## config.mk

```make
export PLATFORM = sky130hd
export DESIGN_NAME = tp_side
export DESIGN_NICKNAME = d
export VERILOG_FILES = /design/src/sv/tp_pkg.sv /design/src/sv/tp_root_step.sv /design/src/sv/tp_side.sv
export SDC_FILE = /design/constraint.sdc
export NUM_CORES = 2
export LEC_CHECK = 0
export ABC_CLOCK_PERIOD_IN_PS = 18700
export BUFFER_PORTS_ARGS = -buffer_cell sky130_fd_sc_hd__buf_2
export CELL_PAD_IN_SITES_DETAIL_PLACEMENT = 0
export CELL_PAD_IN_SITES_GLOBAL_PLACEMENT = 1
export CORE_ASPECT_RATIO = 0.6
export CORE_MARGIN = 2
export CORE_UTILIZATION = 54
export DETAILED_ROUTE_END_ITERATION = 8
export HOLD_SLACK_MARGIN = 0.15
export PLACE_DENSITY = 0.84
export SYNTH_ARGS = -nofsm -noshare
export SYNTH_HDL_FRONTEND = slang
export SYNTH_SLANG_ARGS = --single-unit
```

## constraint.sdc

```tcl
create_clock -name clk -period 18.7 [get_ports clk]
set_clock_uncertainty 0.1 [all_clocks]
set_input_delay 3.74 -clock clk [delete_from_list [all_inputs] [get_ports clk]]
set_output_delay 3.74 -clock clk [all_outputs]
set_load 0.01 [all_outputs]
```

## src/sv/tp_pkg.sv

```systemverilog
package tp_pkg;

	localparam int COORD_BITS = 16;
	// |difference| of two coordinates still fits COORD_BITS unsigned bits
	localparam int DIFF_BITS  = COORD_BITS;
	localparam int SQ_BITS    = 2 * COORD_BITS;
	localparam int SUM_BITS   = SQ_BITS + 1;
	localparam int ROOT_BITS  = COORD_BITS + 1;
	localparam int RAD_BITS   = 2 * ROOT_BITS;
	localparam int REM_BITS   = ROOT_BITS + 2;
	// output fields are wide enough for any root and for the sum of three roots, nothing wraps
	localparam int SIDE_BITS  = 17;
	localparam int PERIM_BITS = 19;

	typedef logic signed [COORD_BITS-1:0] coord_t;
	typedef logic [DIFF_BITS-1:0]         diff_t;
	typedef logic [SQ_BITS-1:0]           sq_t;
	typedef logic [SUM_BITS-1:0]          sum_t;
	typedef logic [ROOT_BITS-1:0]         root_t;
	typedef logic [SIDE_BITS-1:0]         side_t;
	typedef logic [PERIM_BITS-1:0]        perim_t;

	// working set of the digit-by-digit square root
	typedef struct packed {
		logic [REM_BITS-1:0] rem;
		root_t               root;
		logic [RAD_BITS-1:0] rad;
	} sqrt_t;

endpackage

```

## src/sv/tp_root_step.sv

```systemverilog
module tp_root_step (
	input  logic          clk,
	input  logic          arst_n,
	input  logic          in_valid,
	input  tp_pkg::sqrt_t in_data,
	output logic          out_valid,
	output tp_pkg::sqrt_t out_data
);
	import tp_pkg::*;

	logic [REM_BITS+1:0] cand;
	logic [REM_BITS+1:0] trial;
	logic [REM_BITS+1:0] diff;
	logic                take;
	sqrt_t               next;
	sqrt_t               data_s1;
	logic                valid_s1;

	always_comb begin
		// bring down the next two radicand bits, try root digit one
		cand  = {in_data.rem, in_data.rad[RAD_BITS-1 -: 2]};
		trial = {{(REM_BITS-ROOT_BITS){1'b0}}, in_data.root, 2'b01};
		diff  = cand - trial;
		take  = (cand >= trial);
		next.rem  = take ? diff[REM_BITS-1:0] : cand[REM_BITS-1:0];
		next.root = {in_data.root[ROOT_BITS-2:0], take};
		next.rad  = {in_data.rad[RAD_BITS-3:0], 2'b00};
	end

	always_ff @(posedge clk or negedge arst_n) begin
		if (!arst_n) begin
			valid_s1 <= 1'b0;
		end else begin
			valid_s1 <= in_valid;
		end
	end

	always_ff @(posedge clk) begin
		data_s1 <= next;
	end

	assign out_valid = valid_s1;
	assign out_data  = data_s1;

endmodule

```

## src/sv/tp_side.sv

```systemverilog
module tp_side (
	input  logic           clk,
	input  logic           arst_n,
	input  logic           in_valid,
	input  tp_pkg::coord_t px,
	input  tp_pkg::coord_t py,
	input  tp_pkg::coord_t qx,
	input  tp_pkg::coord_t qy,
	output logic           out_valid,
	output tp_pkg::root_t  length
);
	import tp_pkg::*;

	logic [COORD_BITS:0] dx_raw;
	logic [COORD_BITS:0] dy_raw;
	logic [COORD_BITS:0] dx_abs;
	logic [COORD_BITS:0] dy_abs;

	diff_t dx_s1, dy_s1;
	sq_t   sqx_s2, sqy_s2;
	sum_t  sum_s3;
	logic  valid_s1, valid_s2, valid_s3;

	sqrt_t              chain [ROOT_BITS+1];
	logic [ROOT_BITS:0] chain_vld;

	always_comb begin
		dx_raw = {px[COORD_BITS-1], px} - {qx[COORD_BITS-1], qx};
		dy_raw = {py[COORD_BITS-1], py} - {qy[COORD_BITS-1], qy};
		dx_abs = dx_raw[COORD_BITS] ? -dx_raw : dx_raw;
		dy_abs = dy_raw[COORD_BITS] ? -dy_raw : dy_raw;
	end

	always_ff @(posedge clk or negedge arst_n) begin
		if (!arst_n) begin
			valid_s1 <= 1'b0;
			valid_s2 <= 1'b0;
			valid_s3 <= 1'b0;
		end else begin
			valid_s1 <= in_valid;
			valid_s2 <= valid_s1;
			valid_s3 <= valid_s2;
		end
	end

	always_ff @(posedge clk) begin
		dx_s1  <= dx_abs[DIFF_BITS-1:0];
		dy_s1  <= dy_abs[DIFF_BITS-1:0];
		sqx_s2 <= SQ_BITS'(dx_s1) * SQ_BITS'(dx_s1);
		sqy_s2 <= SQ_BITS'(dy_s1) * SQ_BITS'(dy_s1);
		sum_s3 <= SUM_BITS'(sqx_s2) + SUM_BITS'(sqy_s2);
	end

	assign chain[0].rem  = '0;
	assign chain[0].root = '0;
	assign chain[0].rad  = {{(RAD_BITS-SUM_BITS){1'b0}}, sum_s3};
	assign chain_vld[0]  = valid_s3;

	// one root bit per stage, most significant first
	for (genvar k = 0; k < ROOT_BITS; k++) begin : g_root
		tp_root_step u_step (
			.clk       (clk),
			.arst_n    (arst_n),
			.in_valid  (chain_vld[k]),
			.in_data   (chain[k]),
			.out_valid (chain_vld[k+1]),
			.out_data  (chain[k+1])
		);
	end

	assign out_valid = chain_vld[ROOT_BITS];
	assign length    = chain[ROOT_BITS].root;

endmodule

```

==> impl_results.md <==
* Outcome: completed
* Hold Path Cell Cnt at 0
* EDFF count, synth at 0
* Final setup fails at 0
* I/O Buffers at 84
* Detailed Route Iter0 Violations at 1874
* DR vias/cell at 5.114
* Placer Congestion at 0.8860
* Cts repair resizes at 0
* Register area share after synthesis at 0.3681
* Final Cycle Share at 0.3840
* Vias at between 30000 and 40000
* Post-synthesis register bit count at 850
* Synth Area per Inst at 9.642 um2
* Clk pin slew, worst setup/hold paths at 0.07 ns
* Top cell type's share of synthesized area at 0.3574
* # rows at 83
* Worst-case reg-to-reg path depth at 18
* Fin crit period at 7.181 ns
* Endpoint class of the critical path: flip-flop
* Synthesized area at 46500 um2
* CTS tree: yes
* Clock buffer count from CTS at 76
* Slew @ Worst Pin at between 1 and 1.5 ns
* Commonest cells in the netlist: dfxtp_1, inv_1, ha_1
* Synth Net Count at 5656
* Post-CTS setup buffers at 0
* Worst-path fanout max at 18
* Die height at 231.3 um
* Final Slew Violations at 0
* Final global-route overflow total at 0
* RSZ-0062 raised after global routing: no
* Wire per inst at 15.41 um
* HPWL Detailed at approximately 74000 um
* DRC violations left at 0
* Worst Path Arrival at 7.65 ns
* Warnings, synthesis at 0
* First-pass iteration count of the detailed router at 7
* Mapped Cells at roughly 4800
* Initial Util at 0.5447
* CTS Hold Buffers Added at 0
* Share of layout cells above drive strength 1 at 0.06020
* Root Buffer: clkbuf_16
* Worst path required time at 19.17 ns
* Number of diodes at 0
* CP Launch Type: flip-flop
* Final wirelength at 93970 um
* Headroom to the max-slew limit at 0.2255
* Clk sink count at 850
* H-tree depth at 3
* Area of the core at 85360 um2
* Global-route wire length before repair at 155900 um
* TNS Setup at 0 ns
* Pin count of the biggest net entering global routing at 35
* Top Ports at 85
* F_max at 139.3 MHz
* Async SR Flop Fraction at 0.02353
* Largest cells by area after synthesis: dfxtp_1, fa_1, ha_1
* Clk buf depth at 3
* Die ar. at 88540 um2
* Most common cell in the synthesized netlist: dfxtp_1
* Vias in the first global route at 30180
* GRT Util Overall at 0.2172
* Hold Fails Final Rpt at 0
* Die Wd at 382.8 um
* Synth area leader: dfxtp_1
* Worst Path Class, Setup: reg2reg
* Cell variety after synth at 83
* Post-synth top flop: dfxtp_1
* Layout net count at 5720
* Antenna-violating nets left at 0
* Skew-Pair Late Insertion Delay at 0.67 ns
* MaxCap Viol Count at 0
* Initial antenna violation count at 6
* Layout area overhead at 9.362%
* Hold Path Class: reg2reg
area by class of cell:
cell class              instances  area, um2
multi-input cells            3057      25910
well taps                    1147       1435
clock buffers                 100       2142
flip-flops and latches        850      17120
repair buffers                 91      473.0
inverters                     810       3040
fillers                      7402      34520
clock inverters                42      733.2
cells by family (layout without fill, tap and decap cells):
family          after synthesis  in the layout  synth area share
simple gates               1197           1197            0.1264
buf+inv                     915           1043           0.07535
flops                       850            850            0.3681
fa+ha+maj                   767            767            0.2597
compound gates              745            745            0.1035
xor+xnor                    315            315           0.05934
mux                          32             32          0.007535
other cells                   1              1        0.00008065
cell usage in the layout, fill, tap and decap left out, types with 45 or more instances in the layout:
| cell type | Yosys | final |
|---|---|---|
| dfxtp_1 | 830 | 830 |
| inv_1 | 808 | 808 |
| ha_1 | 437 | 437 |
| nand2_1 | 341 | 341 |
| fa_1 | 330 | 330 |
| nor2_1 | 280 | 280 |
| a21oi_1 | 189 | 189 |
| xnor2_1 | 175 | 175 |
| o21ai_0 | 172 | 172 |
| xor2_1 | 140 | 140 |
| nor3_1 | 101 | 101 |
| and2_1 | 96 | 96 |
| buf_2 | 4 | 84 |
| clkbuf_16 | 0 | 76 |
| a21o_1 | 67 | 67 |
| o21a_1 | 65 | 65 |
| nand3_1 | 48 | 48 |
| or3_1 | 46 | 46 |
| nor2b_1 | 45 | 45 |
final timing paths:
check	start	endpoint	slack [ns]
setup / recovery	dx_s1[4]	sqx_s2[31]	11.52
hold / removal	g_root[5].u_step.out_data[23]	g_root[6].u_step.out_data[25]	0.21
setup reg to reg	dx_s1[4]	sqx_s2[31]	11.52
hold reg to reg	g_root[5].u_step.out_data[23]	g_root[6].u_step.out_data[25]	0.21
max in group asynchronous	arst_n	g_root[10].u_step.out_valid	15.28
min in group asynchronous	arst_n	g_root[14].u_step.out_valid	2.92
per-stage QoR:
step | utilization | cells | hold WS [ns] | instance area [um2] | setup slack [ns]
3_5_place_dp | 0.5620 | 5955 | 0.2121 | 47970 | 11.45
2_1_floorplan | - | 4822 | 0.2096 | 46500 | 11.98
3_3_place_gp | 0.5620 | 5955 | 0.2101 | 47970 | 11.54
6_report | 0.5957 | 6097 | 0.2057 | 50850 | 11.52
5_1_grt | 0.5957 | 6097 | 0.2240 | 50850 | 11.12
4_1_cts | 0.5957 | 6097 | 0.2117 | 50850 | 11.57
sequential cells by signal, summed over array words and instances (netlist names):
signal	cells
g_root.u_step.out_valid	17
dx_s1	16
sqx_s2	31
valid_s3	1
valid_s1	1
sum_s3	33
g_root.u_step.out_data	703
valid_s2	1
dy_s1	16
sqy_s2	31
critical path, cell delays in order (launching register included):
cell	delay (ns)
dfxtp_1	0.86
nand2_1	0.18
fa_1	0.63
fa_1	0.46
fa_1	0.52
fa_1	0.51
fa_1	0.52
fa_1	0.54
inv_1	0.04
ha_1	0.38
a21o_1	0.20
a21o_1	0.18
a21oi_1	0.26
o211ai_1	0.15
o211ai_1	0.13
o211ai_1	0.25
a311o_1	0.49
or4b_1	0.50
and3_1	0.17
metal layers:
metal / GRT usage / part of all wire
met3: 0.04054 / 0.052
met2: 0.3017 / 0.39
met1: 0.3453 / 0.54
met4: 0.04700 / 0.018
met5: 0 / 0.00014
Power is not shown: default switching activity piles up to over one toggle a cycle in this logic, so the estimate is an artifact.
